## src/rtl/core/wecb_pkg.sv

```systemverilog
// Package for the wheel encoder edge counter and balancer.
// Item kinds, register indexes, reset values and small helper functions.
// No dependencies.
`timescale 1ns / 1ps

package wecb_pkg;

  // Item kinds carried in the input tuser
  typedef enum logic [1:0] {
    FUNC_SAMPLE     = 2'd0,
    FUNC_CTRL_TICK  = 2'd1,
    FUNC_CLR_TICKS  = 2'd2,
    FUNC_CLR_COMP   = 2'd3
  } func_t;

  // Configuration register indexes
  localparam int CFG_IDX_BITS = 3;
  typedef enum logic [CFG_IDX_BITS-1:0] {
    REG_EDGE_THRESHOLD = 3'd0,
    REG_COMP_STEP      = 3'd1,
    REG_COMP_LIMIT     = 3'd2,
    REG_LEFT_SETPOINT  = 3'd3,
    REG_RIGHT_SETPOINT = 3'd4
  } reg_idx_t;

  localparam int CFG_DATA_BITS = 8;

  // Reset values
  localparam logic [7:0] EDGE_THRESHOLD_RST = 8'd10;
  localparam logic [2:0] COMP_STEP_RST      = 3'd1;
  localparam logic [6:0] COMP_LIMIT_RST     = 7'd32;

  // Direction flag bit positions
  localparam int FLAG_RIGHT_BIT = 0;
  localparam int FLAG_LEFT_BIT  = 1;

  localparam int COUNT_BITS_DEF = 16;
  localparam int TICKS_BITS     = 16;

  typedef struct packed {
    logic [7:0] ref_val;
    logic       rising;
    logic       edge_hit;
  } track_t;

  // One side of the edge detector: peak follow while rising, trough follow while falling
  function automatic track_t track(input logic [7:0] sample, input logic [7:0] ref_val,
                                   input logic rising, input logic [7:0] thr);
    track_t res;
    res.ref_val  = ref_val;
    res.rising   = rising;
    res.edge_hit = 1'b0;
    if (rising) begin
      if (ref_val < sample) begin
        res.ref_val = sample;
      end else if ((ref_val - sample) > thr) begin
        res.ref_val  = sample;
        res.rising   = 1'b0;
        res.edge_hit = 1'b1;
      end
    end else begin
      if (ref_val > sample) begin
        res.ref_val = sample;
      end else if ((sample - ref_val) > thr) begin
        res.ref_val  = sample;
        res.rising   = 1'b1;
        res.edge_hit = 1'b1;
      end
    end
    return res;
  endfunction

  function automatic logic [7:0] add_sat(input logic [7:0] a, input logic [7:0] b);
    logic [8:0] s;
    s = {1'b0, a} + {1'b0, b};
    return s[8] ? 8'hFF : s[7:0];
  endfunction

  function automatic logic [7:0] sub_sat(input logic [7:0] a, input logic [7:0] b);
    return (a > b) ? (a - b) : 8'd0;
  endfunction

endpackage

```

## src/rtl/core/wheel_encoder_edge_counter_balancer_top.sv

```systemverilog
// Top level of the wheel encoder edge counter and balancer.
// Depends on wecb_pkg.
//
// Takes one transaction per cycle on the in_ stream while results are taken, and returns
// exactly one registered result transaction per input on the out_ stream. A sample transaction runs
// the hysteresis edge detectors of both wheels and bumps the wrapping tick counts; a
// control tick compares left_count*right_setpoint against right_count*left_setpoint
// exactly, steps the clamped signed compensation, reports saturated drive values and
// clears both counts; the two clear kinds reset the counts or the compensation. All the
// work sits between the input handshake and a single output register, so the sustained
// rate is one transaction per clock; the output register is the only buffering, and the
// input stalls only while a held result is not taken. Configuration writes are taken at
// any time (cfg_ready is tied high) but should only land while the block is idle.
`timescale 1ns / 1ps

module wheel_encoder_edge_counter_balancer_top
  import wecb_pkg::*;
#(
  parameter int COUNT_BITS = COUNT_BITS_DEF   // width of the internal tick counters, 8..32
) (
  input  logic                     clk,
  input  logic                     rst_n,
  // Configuration write channel
  input  logic                     cfg_valid,
  output logic                     cfg_ready,
  input  logic [CFG_IDX_BITS-1:0]  cfg_index,
  input  logic [CFG_DATA_BITS-1:0] cfg_data,
  // Input stream
  input  logic                     in_tvalid,
  output logic                     in_tready,
  input  logic [15:0]              in_tdata,   // [7:0] left_sample, [15:8] right_sample
  input  logic [1:0]               in_tuser,   // [1:0] func
  // Result stream
  output logic                     out_tvalid,
  input  logic                     out_tready,
  output logic [47:0]              out_tdata,  // [15:0] left_ticks, [31:16] right_ticks,
                                               // [39:32] left_drive, [47:40] right_drive
  output logic                     out_tuser   // [0] drive_valid
);

  localparam int PROD_BITS = COUNT_BITS + 8;

  // Configuration registers
  logic [7:0] edge_thr_r;
  logic [2:0] comp_step_r;
  logic [6:0] comp_limit_r;
  logic [7:0] left_sp_r;
  logic [7:0] right_sp_r;

  // Tracking state
  logic [7:0]            left_ref_r, left_ref_nxt;
  logic [7:0]            right_ref_r, right_ref_nxt;
  logic [1:0]            rising_r, rising_nxt;
  logic [COUNT_BITS-1:0] left_cnt_r, left_cnt_nxt;
  logic [COUNT_BITS-1:0] right_cnt_r, right_cnt_nxt;
  logic signed [7:0]     comp_r, comp_nxt;

  // Output register
  logic        out_tvalid_r;
  logic [47:0] out_tdata_r, out_tdata_nxt;
  logic        out_tuser_r, out_tuser_nxt;

  logic   in_accept;
  func_t  func;
  track_t left_trk, right_trk;

  logic [PROD_BITS-1:0] left_prod, right_prod;
  logic signed [8:0]    comp_up, comp_dn, lim_pos, lim_neg;
  logic [7:0]           comp_mag;
  logic [7:0]           left_drive, right_drive;

  assign cfg_ready = 1'b1;
  // Output register frees up when empty or being drained this cycle
  assign in_tready = !out_tvalid_r || out_tready;
  assign in_accept = in_tvalid && in_tready;
  assign func      = func_t'(in_tuser);

  assign out_tvalid = out_tvalid_r;
  assign out_tdata  = out_tdata_r;
  assign out_tuser  = out_tuser_r;

  // Config writes; unknown indexes fall through
  always_ff @(posedge clk) begin
    if (!rst_n) begin
      edge_thr_r   <= EDGE_THRESHOLD_RST;
      comp_step_r  <= COMP_STEP_RST;
      comp_limit_r <= COMP_LIMIT_RST;
      left_sp_r    <= '0;
      right_sp_r   <= '0;
    end else if (cfg_valid && cfg_ready) begin
      unique case (reg_idx_t'(cfg_index))
        REG_EDGE_THRESHOLD: edge_thr_r   <= cfg_data[7:0];
        REG_COMP_STEP:      comp_step_r  <= cfg_data[2:0];
        REG_COMP_LIMIT:     comp_limit_r <= cfg_data[6:0];
        REG_LEFT_SETPOINT:  left_sp_r    <= cfg_data[7:0];
        REG_RIGHT_SETPOINT: right_sp_r   <= cfg_data[7:0];
        default: ;
      endcase
    end
  end

  // Edge detectors
  assign left_trk  = track(in_tdata[7:0], left_ref_r, rising_r[FLAG_LEFT_BIT], edge_thr_r);
  assign right_trk = track(in_tdata[15:8], right_ref_r, rising_r[FLAG_RIGHT_BIT], edge_thr_r);

  // Exact balance products (unsigned, so the compare gives the true sign)
  assign left_prod  = PROD_BITS'(left_cnt_r) * PROD_BITS'(right_sp_r);
  assign right_prod = PROD_BITS'(right_cnt_r) * PROD_BITS'(left_sp_r);

  // Compensation step candidates, 9 bits so the overshoot is visible before clamping
  assign comp_up = 9'(comp_r) + $signed({6'd0, comp_step_r});
  assign comp_dn = 9'(comp_r) - $signed({6'd0, comp_step_r});
  assign lim_pos = $signed({2'b00, comp_limit_r});
  assign lim_neg = -lim_pos;

  always_comb begin
    left_ref_nxt  = left_ref_r;
    right_ref_nxt = right_ref_r;
    rising_nxt    = rising_r;
    left_cnt_nxt  = left_cnt_r;
    right_cnt_nxt = right_cnt_r;
    comp_nxt      = comp_r;
    unique case (func)
      FUNC_SAMPLE: begin
        left_ref_nxt               = left_trk.ref_val;
        right_ref_nxt              = right_trk.ref_val;
        rising_nxt[FLAG_LEFT_BIT]  = left_trk.rising;
        rising_nxt[FLAG_RIGHT_BIT] = right_trk.rising;
        left_cnt_nxt  = left_cnt_r + COUNT_BITS'(left_trk.edge_hit);
        right_cnt_nxt = right_cnt_r + COUNT_BITS'(right_trk.edge_hit);
      end
      FUNC_CTRL_TICK: begin
        left_cnt_nxt  = '0;
        right_cnt_nxt = '0;
        // Clamp only on the side the step moves towards
        if (left_prod < right_prod) begin
          comp_nxt = (comp_up > lim_pos) ? lim_pos[7:0] : comp_up[7:0];
        end else if (left_prod > right_prod) begin
          comp_nxt = (comp_dn < lim_neg) ? lim_neg[7:0] : comp_dn[7:0];
        end
      end
      FUNC_CLR_TICKS: begin
        left_cnt_nxt  = '0;
        right_cnt_nxt = '0;
      end
      FUNC_CLR_COMP: begin
        comp_nxt = '0;
      end
      default: ;
    endcase
  end

  // Drive values from the updated compensation
  assign comp_mag = comp_nxt[7] ? 8'(-comp_nxt) : 8'(comp_nxt);

  always_comb begin
    if (!comp_nxt[7]) begin
      left_drive  = add_sat(left_sp_r, comp_mag);
      right_drive = sub_sat(right_sp_r, comp_mag);
    end else begin
      left_drive  = sub_sat(left_sp_r, comp_mag);
      right_drive = add_sat(right_sp_r, comp_mag);
    end
  end

  always_comb begin
    out_tuser_nxt = (func == FUNC_CTRL_TICK);
    out_tdata_nxt = {out_tuser_nxt ? right_drive : 8'd0,
                     out_tuser_nxt ? left_drive  : 8'd0,
                     TICKS_BITS'(right_cnt_nxt),
                     TICKS_BITS'(left_cnt_nxt)};
  end

  // State and control
  always_ff @(posedge clk) begin
    if (!rst_n) begin
      left_ref_r   <= '0;
      right_ref_r  <= '0;
      rising_r     <= 2'b11;
      left_cnt_r   <= '0;
      right_cnt_r  <= '0;
      comp_r       <= '0;
      out_tvalid_r <= 1'b0;
    end else begin
      if (in_accept) begin
        left_ref_r   <= left_ref_nxt;
        right_ref_r  <= right_ref_nxt;
        rising_r     <= rising_nxt;
        left_cnt_r   <= left_cnt_nxt;
        right_cnt_r  <= right_cnt_nxt;
        comp_r       <= comp_nxt;
        out_tvalid_r <= 1'b1;
      end else if (out_tready) begin
        out_tvalid_r <= 1'b0;
      end
    end
  end

  // Result payload, no reset
  always_ff @(posedge clk) begin
    if (in_accept) begin
      out_tdata_r <= out_tdata_nxt;
      out_tuser_r <= out_tuser_nxt;
    end
  end

endmodule
```

## config.mk

```make
export PLATFORM = sky130hd
export DESIGN_NAME = wheel_encoder_edge_counter_balancer_top
export DESIGN_NICKNAME = d
export VERILOG_FILES = /design/src/rtl/core/wecb_pkg.sv /design/src/rtl/core/wheel_encoder_edge_counter_balancer_top.sv
export SDC_FILE = /design/constraint.sdc
export NUM_CORES = 1
export LEC_CHECK = 0
export ABC_CLOCK_PERIOD_IN_PS = 11300
export BUFFER_PORTS_ARGS = -buffer_cell sky130_fd_sc_hd__buf_4
export CAP_MARGIN = 0
export CORE_MARGIN = 2
export CORE_UTILIZATION = 51
export CTS_CLUSTER_SIZE = 40
export DETAILED_ROUTE_END_ITERATION = 10
export PLACE_DENSITY = 0.69
export REMOVE_ABC_BUFFERS = 1
export SYNTH_ARGS = -nofsm -noshare
export SYNTH_HDL_FRONTEND = slang
export SYNTH_SLANG_ARGS = --single-unit
```

## constraint.sdc

```tcl
create_clock -name clk -period 11.3 [get_ports clk]
set_input_delay 1.13 -clock clk [delete_from_list [all_inputs] [get_ports clk]]
set_output_delay 1.13 -clock clk [all_outputs]
set_load 0.005 [all_outputs]
```

Word level (Yosys, flattened, before mapping)
Cells that the tools add are included.
- flip-flop bits (word level): 142
- input port bits: 34
- $add $sub $neg: 14
- multiply operators: 2
- magnitude comparators: 14
- equal/unequal tests: 9
- muxes and demuxes: 30
- reduce and logical (&&, ||, !) cells: 17
- operator list (operator ; count):
    $mux W8 ; 15
    $gt A8 B8 Y1 ; 8
    $pmux W16 S2 ; 2
    $mux W10 ; 6
    $mul A16 B8 Y24 ; 2
    $sub A8 B8 Y8 ; 6
    $add A16 B1 Y16 ; 2
    $gt A24 B24 Y1 ; 1
    $lt A24 B24 Y1 ; 1
    $add A8 B8 Y9 ; 2
    $lt A8 B8 Y1 ; 2
    $pmux W8 S2 ; 1
    $reduce_and A2 Y1 ; 6
    $add A8 B4 Y9 ; 1
    $gt A9 B8 Y1 ; 1
    $lt A9 B9 Y1 ; 1
    $neg A7 Y9 ; 1
    $sub A8 B4 Y9 ; 1
    $mux W2 ; 4
    $neg A8 Y8 ; 1
    $reduce_and A4 Y1 ; 2
    $eq A3 B2 Y1 const B ; 2
    $ne A3 B1 Y1 const B ; 2
    $reduce_bool A3 Y1 ; 2
    other kinds (12) ; 14

Logic depth before layout (Yosys ltp)
Gate-level depths: netlist of the first run.
- word-level depth: 11
- gate-level depth with buffers: 45
- mapped depth without buffers: 42

Least setup slack after synthesis of the first run
Ideal clock, no wire load.
- kind: reg2reg
- from: reg right_sp_r[6]
- to: reg out_tdata_r[34] (netlist: out_tdata[34]) (data pin)
- arrival time: 9212 ps
- data required time: 11024 ps
- path slack: 1812 ps
- stages on the path, launching flop included: 41
- path buffers: 3
- cell sequence: dfxtp_1 > clkbuf_1 > and2_1 > fa_1 > fa_1 > fa_1 > inv_1 > fa_1 > inv_1 > ha_1 > o21a_1 > o21ai_0 > nor2_1 > a21oi_1 > o31ai_1 > o41a_1 > a21oi_1 > o21ai_1 > [5 not listed] > nand3_1 > buf_2 > a2111oi_0 > a221oi_2 > ha_1 > nor2_1 > a21oi_1 > fa_1 > a21o_1 > a21o_1 > a21o_1 > a21o_1 > a21oi_1 > nor2_1 > or2_2 > clkbuf_1 > o311ai_1 > a21oi_1
- word-level cells in the longest chain between the ends: 10
- RTL lines (item ; RTL line ; text):
    start, declared ; wheel_encoder_edge_counter_balancer_top.sv:48 ; logic [7:0] right_sp_r;
    start signal, assigned ; wheel_encoder_edge_counter_balancer_top.sv:96 ; REG_RIGHT_SETPOINT: right_sp_r <= cfg_data[7:0];
    $mul A16 B8 Y24 * ; wheel_encoder_edge_counter_balancer_top.sv:107 ; assign left_prod = PROD_BITS'(left_cnt_r) * PROD_BITS'(right_sp_r);
    $gt A24 B24 Y1 ; wheel_encoder_edge_counter_balancer_top.sv:138 ; end else if (left_prod > right_prod) begin
    $mux W8 ; wheel_encoder_edge_counter_balancer_top.sv:138 ;
    $mux W8 * ; wheel_encoder_edge_counter_balancer_top.sv:136 ; if (left_prod < right_prod) begin
    $pmux W8 S2 * ; wheel_encoder_edge_counter_balancer_top.sv:123 ; unique case (func)
    $neg A8 Y8 ; wheel_encoder_edge_counter_balancer_top.sv:154 ; assign comp_mag = comp_nxt[7] ? 8'(-comp_nxt) : 8'(comp_nxt);
    $mux W8 ; wheel_encoder_edge_counter_balancer_top.sv:154 ;
    $add A8 B8 Y9 (tied with other cells) ; wecb_pkg.sv:75 ; s = {1'b0, a} + {1'b0, b};
    $mux W8, on equally long branches ; wecb_pkg.sv:76, wecb_pkg.sv:80 ;
    $mux W8 * ; wheel_encoder_edge_counter_balancer_top.sv:157 ; if (!comp_nxt[7]) begin
    end signal, assigned ; wheel_encoder_edge_counter_balancer_top.sv:202 ; out_tdata_r <= out_tdata_nxt;
    end, declared ; wheel_encoder_edge_counter_balancer_top.sv:60 ; logic [47:0] out_tdata_r, out_tdata_nxt;
Mark *: on every way between the ends. The rest lies on a longest branch, timed or not.
A chain may end at the register's enable or synchronous reset.

Worst setup path in the final report of the first run
- from: reg right_sp_r[7]
- to: reg out_tdata_r[37] (netlist: out_tdata[37]) (data pin)
The elaborated chain is that of the path after synthesis.

==> run metrics, run 1 <==
status completed; mapped cell area 19200 µm²; Final nets 2710; Overflow after GRT 0; unrepaired setup endpoints after global routing false; Max Cap Viol 0; Worst path slowest cell dfxtp_1; crit share post-route 93.2%; Synth cell types 80; post-synthesis register bit count 142; via count 15.4k; Critical Path Sink Type flip-flop; Die Y 198 µm; sequential cell fraction of total power 35.0%; WL final 47900 µm; worst endpoint data arrival time 10.72 ns; initial cell density of the core 51.5%; clock sink count 142; skew final 0.0131 ns; Int Pwr 0.00107 W; global-route wire length before repair 79500 µm; final hold slack 0.472 ns; crit-path max FO 19; cell family with most CP delay compound AO/OA/AOI/OAI gates; drt pass-1 iters 5; DRC 0; Main synth FF type dfxtp_1; sw frac 35.2%; vias per cell 5.51; per-cell routed wire length 17.2 µm; Core ar. 37400 µm²; H-tree Lvls 4; Logic pwr share 30.9%; Avg Cell Area, Syn 8.52 µm²; Sw Pwr 0.000580 W; Starting DRT DRC Count 823; CP startpoint kind flip-flop; clk root buf clkbuf_16; CTS tree yes; final hold vios 0; CP Data Required Time 11.49 ns; Worst Tran Pin Value 1.14 ns; gr usage total 25.7%; fin crit period 10.53 ns; Slew headroom 24.3%; largest net degree at the start of global routing 95; die area 39300 µm²; Port-buffer cells 84; placer congestion estimate 0.934; row count 71; hold_buf cts 0; Post-synth EDFFs 49; number of I/O pins 86; vias in the first global route 15.8k; Fillers 3410; FFs w/ async S/R, synth 0%; antenna diode count 0; critical path buffer and inverter count 5; YS warnings 0; max incr delay on CP 0.78 ns; PD cells 79.6 nW/µm²; most used cell, CP a21oi_1; fmax 0.0950 GHz; Setup-failing EPs final 0; peak supply drop 0.104 mV; min-delay worst type flip-flop to flip-flop; initial antenna violation count 0; HPWL after detailed placement 37600 µm; CTS Buffer Depth 2; sequential element share of the synthesized area 17.3%; Fin Setup TNS 0 ns; Area Overhead vs Synth 7.72%; CTS Buf Count 17; Post-Synthesis Cells 2259; ANT nets after route 0; clock insertion delay at the later pin of the skew report 0.47 ns; clock power share 34.1%; Worst-path clk slew 0.07 ns; Max Slew Vio Count 0; leakage 9.95 nW; layout cells sized above 1 6.41%; reg2reg setup slack 0.77 ns; Die Width 198 µm; critical path type flip-flop to flip-flop
## placed cells by master, fill, tap and decap left out, types with 20 or more instances in the layout
| master | synthesis | final |
|---|---|---|
| inv_1 | 293 | 292 |
| nand2_1 | 253 | 253 |
| ha_1 | 232 | 232 |
| and2_1 | 218 | 218 |
| fa_1 | 178 | 178 |
| a21oi_1 | 112 | 111 |
| dfxtp_1 | 93 | 93 |
| buf_4 | 2 | 91 |
| nor2_1 | 84 | 84 |
| o21ai_0 | 79 | 78 |
| xnor2_1 | 55 | 55 |
| edfxtp_1 | 49 | 49 |
| a21boi_0 | 47 | 47 |
| xor2_1 | 45 | 45 |
| nand3_1 | 38 | 38 |
| a21o_1 | 32 | 32 |
| o21bai_1 | 32 | 32 |
| nor2b_1 | 31 | 31 |
| mux2i_1 | 31 | 31 |
| nor3_1 | 28 | 28 |
| and3_1 | 24 | 24 |
| o21a_1 | 20 | 20 |
## cells by family after synthesis
logic type,synth area share [%]
buffers and inverters,7.90
DFF,17.3
adders and majority gates,33.6
muxes,1.67
xor gates and xnor gates,4.55
other,0.0195
AOI/OAI and AO/OA,15.1
and+or+nand+nor,19.9
## area by class of cell
| class | count | area [µm²] | share of cell area, % |
|---|---|---|---|
| Multi-Input combinational cell | 1720 | 14400 | 69.4 |
| Sequential cell | 142 | 3330 | 16.1 |
| Inverter | 294 | 1100 | 5.33 |
| Timing Repair Buffer | 91 | 683 | 3.29 |
| Tap cell | 511 | 639 | 3.08 |
| Clock buffer | 21 | 483 | 2.33 |
| Clock inverter | 11 | 93.8 | 0.453 |
## worst register-to-register path, delay by kind of cell, from the launching register on
kind / cells / cell delay, ns
AO/OA/AOI/OAI: 19 / 4.45
adder cells (fa/ha/maj): 8 / 3.40
AND/OR/NAND/NOR: 6 / 1.01
flip-flops: 1 / 0.78
buffers and inverters: 5 / 0.49
XOR/XNOR: 1 / 0.15
## stage by stage
step	setup slack, ns	util [%]	total power (W)	cells	instance area, µm²
CTS	0.367	55.4	0.00166	2790	20700
global route	0.181	55.4	0.00174	2790	20700
floorplan	1.68	-	0.000930	2156	18800
global placement	0.719	53.9	0.00108	2758	20200
detailed placement	0.410	53.9	0.00109	2758	20200
finish	0.769	55.4	0.00165	2790	20700
## what timing repair did
| item | 4_1_cts | 5_1_grt |
|---|---|---|
| hold endpoints to repair | 0 | 0 |
| gates resized for setup | 0 | 2 |
| endpoints found under the setup margin | 0 | 5 |
| buffers inserted | 0 | 0 |
## power groups by stage
stage | Combinational (W) | Sequential [W] | Clock, W
after CTS | 0.000503 | 0.000577 | 0.000582
after global routing | 0.000562 | 0.000581 | 0.000596
after detailed placement | 0.000500 | 0.000588 | 0
after global placement | 0.000489 | 0.000588 | 0
after floorplan | 0.000349 | 0.000580 | 0
final | 0.000510 | 0.000577 | 0.000563
## synth_stat cells (32+ instances only)
cell type	number	share of area, %
a21boi_0	47	1.8
a21o_1	32	1.2
a21oi_1	112	2.9
and2_1	218	7.1
clkbuf_1	86	1.7
dfxtp_1	93	9.7
edfxtp_1	49	7.6
fa_1	178	19
ha_1	232	15
inv_1	293	5.7
nand2_1	253	4.9
nand3_1	38	0.99
nor2_1	84	1.6
o21ai_0	79	2.1
o21bai_1	32	1.2
xnor2_1	55	2.5
xor2_1	45	2.0
## final timing paths
check,endpoint,depth (start not counted),from
worst max register to register,out_tdata[37]$_SDFFCE_PN0P_,39,right_sp_r[7]$_SDFFE_PN0P_
worst max-delay path,out_tdata[37]$_SDFFCE_PN0P_,39,right_sp_r[7]$_SDFFE_PN0P_
worst min-delay path,edge_thr_r[4]$_SDFFE_PN0P_,2,edge_thr_r[4]$_SDFFE_PN0P_
worst min register to register,edge_thr_r[4]$_SDFFE_PN0P_,2,edge_thr_r[4]$_SDFFE_PN0P_
## layer usage
| layer | routed length (µm) | vias to the layer above | global-route usage, % |
|---|---|---|---|
| met5 | 0 | - | 0 |
| met4 | 857 | 0 | 8.16 |
| met3 | 2400 | 59 | 5.21 |
| met2 | 23500 | 357 | 44.8 |
| met1 | 21100 | 7494 | 31.7 |
| li1 | - | 7458 | - |
## registers in the layout, summed over array words and instances (netlist names)
register / flops
left_cnt_r: 16
out_tuser: 1
left_sp_r: 8
comp_step_r: 3
right_cnt_r: 16
right_ref_r: 8
left_ref_r: 8
out_tvalid: 1
rising_r: 2
comp_limit_r: 7
out_tdata: 48
edge_thr_r: 8
right_sp_r: 8
comp_r: 8
(Power assumes the default switching activity.)
==> run 2: changes to the inputs <==
--- a/config.mk
+++ b/config.mk
@@ -5,6 +5,7 @@
 export SDC_FILE = /design/constraint.sdc
 export NUM_CORES = 1
 export LEC_CHECK = 0
+export ABC_AREA = 1
 export ABC_CLOCK_PERIOD_IN_PS = 11300
 export BUFFER_PORTS_ARGS = -buffer_cell sky130_fd_sc_hd__buf_4
 export CAP_MARGIN = 0
==> run 2 against run 1 <==
Register-to-register slack better by 0.62 ns. Sequential power is 8.5% higher. Flip-flop and latch count unchanged. Cell count up 16%. Fmax rose by 6.3%.
==> run metrics, run 2 <==
Reg-to-Reg Start right_sp_r[6]$_SDFFE_PN0P_; Main synth FF type dfxtp_1; Synth top area share 18.2%; Int Pwr 0.00126 W; CP Data Required Time 11.50 ns; most used cell, CP nand2_1; YS warnings 0; placer congestion estimate 0.940; unrepaired setup endpoints after global routing false; Post-synth EDFFs 49; most frequent cell after synthesis inv_1; skew final 0.0117 ns; hold endpoint left_ref_r[7]$_SDFFE_PN0P_; # Post-CTS Setup Buffers 0; Starting DRT DRC Count 1015; clock insertion delay at the later pin of the skew report 0.46 ns; Design Power 0.00213 W; hold path depth 2; Gates resized, CTS repair 0; Logic pwr share 41.5%; antenna diode count 0; H-tree Lvls 4; vias in the first global route 17.0k; crit-path max FO 20; gr usage total 25.8%; Final nets 3162; CP startpoint kind flip-flop; reg2reg setup slack 1.39 ns; initial antenna violation count 0; commonest cells after routing, fill and taps aside 657 x inv_1, 544 x nand2_1, 232 x ha_1; commonest non-fill, non-tap cell in the layout inv_1; Synth cell types 57; status completed; min-delay worst type flip-flop to flip-flop; CTS Buffer Depth 2; clock sink count 142; number of I/O pins 86; peak supply drop 0.113 mV; sequential element share of the synthesized area 17.0%; dpl cells 3210; leakage 12.2 nW; Worst path slowest cell dfxtp_1; Setup-failing EPs final 0; Worst-path clk slew 0.06 ns; Fillers 3590; final hold vios 0; clk root buf clkbuf_16; Worst R2R End out_tdata[38]$_SDFFCE_PN0P_; max reg flops 48; global-route wire length before repair 84100 µm; Overflow after GRT 0; Core ar. 37800 µm²; most instantiated cells after synthesis 658 x inv_1, 545 x nand2_1, 232 x ha_1; CTS tree yes; worst endpoint data arrival time 10.11 ns; drt pass-1 iters 5; CTS Buf Count 17; hold_buf cts 0; clock power share 29.1%; Placed Area 20500 µm²; Avg Cell Area, Syn 7.22 µm²; initial cell density of the core 52.0%; Sw Pwr 0.000864 W; fmax 0.101 GHz; per-cell routed wire length 15.4 µm; R2R cell count 44; FFs w/ async S/R, synth 0%; critical path type flip-flop to flip-flop; sw frac 40.6%; Max Cap Viol 0; mapped cell area 19600 µm²; max incr delay on CP 0.81 ns; WL final 50000 µm; layout cells sized above 1 6.48%; Hold Crit Start left_ref_r[7]$_SDFFE_PN0P_; vias per cell 5.24; Yosys top cell by area fa_1; via count 17.0k; Post-Synthesis Cells 2720; Die Width 200 µm; PD cells 101 nW/µm²; die area 40100 µm²; sequential cell fraction of total power 29.4%; synth top area cells fa_1 18%, ha_1 15%, inv_1 13%; Max Slew Vio Count 0; Slew headroom 22.4%; Critical Path Sink Type flip-flop; HPWL after detailed placement 39700 µm; Port-buffer cells 84; fin area 21100 µm²; fin crit period 9.91 ns; Fin Setup TNS 0 ns; Finished Layout Cells 3242; post-synthesis register bit count 142; crit share post-route 87.7%; Worst Tran Pin Value 1.16 ns; Area Overhead vs Synth 7.61%; row count 71; DRC 0; ANT nets after route 0; largest net degree at the start of global routing 73; Die Y 200 µm
## run 2: worst max-delay path by stage
stage                                    start                           to  slack [ns]  cells after the start
floorplan            left_sp_r[7]$_SDFFE_PN0P_  out_tdata[35]$_SDFFCE_PN0P_        2.69                     46
global placement     left_sp_r[7]$_SDFFE_PN0P_  out_tdata[35]$_SDFFCE_PN0P_        1.74                     48
detailed placement  right_sp_r[6]$_SDFFE_PN0P_  out_tdata[36]$_SDFFCE_PN0P_        1.53                     52
CTS                 right_sp_r[6]$_SDFFE_PN0P_  out_tdata[35]$_SDFFCE_PN0P_        1.50                     52
global route        right_sp_r[6]$_SDFFE_PN0P_  out_tdata[36]$_SDFFCE_PN0P_        0.49                     46
finish              right_sp_r[6]$_SDFFE_PN0P_  out_tdata[38]$_SDFFCE_PN0P_        1.39                     44
## run 2: worst max-delay path: cells and delay by family (launching register included)
family / cells / cell delay [ns]
buffers and inverters: 6 / 0.48
flip-flops: 1 / 0.81
XOR/XNOR: 1 / 0.23
AND/OR/NAND/NOR: 13 / 1.67
adder cells (fa/ha/maj): 8 / 3.48
AO/OA/AOI/OAI: 16 / 2.99
## run 2: area by class of cell
class,count,area [µm²],share of cell area (%)
clock buffers,23,532,2.52
repair buffers,90,676,3.20
well taps,511,639,3.03
clock inverters,9,114,0.539
multi-input cells,1801,13300,63.1
inverters,666,2500,11.8
flip-flops and latches,142,3330,15.8
## run 2: per-stage QoR
step                      utilization (%)  setup WS [ns]  hold WS (ns)
after floorplan                         -           2.69         0.427
after global placement               54.2           1.74         0.438
after detailed placement             54.2           1.53         0.446
after CTS                            55.9           1.50         0.456
after global routing                 55.9          0.490         0.487
final                                55.9           1.39         0.453
## run 2: per-layer routing
metal	wire length, µm	vias up	track usage, %
met5	0	-	0
li1	-	8368	-
met4	1700	0	10.4
met2	24300	427	44.4
met3	2140	105	2.70
met1	21900	8082	33.2
## run 2: cell families (layout without fill, tap and decap cells)
kind of cell,Yosys count,count (layout),synth area share (%)
AOI/OAI and AO/OA,466,466,13.1
other,1,1,0.0191
adders and majority gates,410,410,32.9
and+or+nand+nor,831,831,17.6
DFF,142,142,17.0
buffers and inverters,777,788,15.1
xor gates and xnor gates,93,93,4.15
## run 2: power groups by stage
stage | clock (W) | combinational [W] | sequential [W]
after floorplan | 0 | 0.000637 | 0.000613
after global placement | 0 | 0.000860 | 0.000634
after detailed placement | 0 | 0.000871 | 0.000636
after CTS | 0.000627 | 0.000877 | 0.000625
after global routing | 0.000646 | 0.000996 | 0.000631
final | 0.000618 | 0.000882 | 0.000626
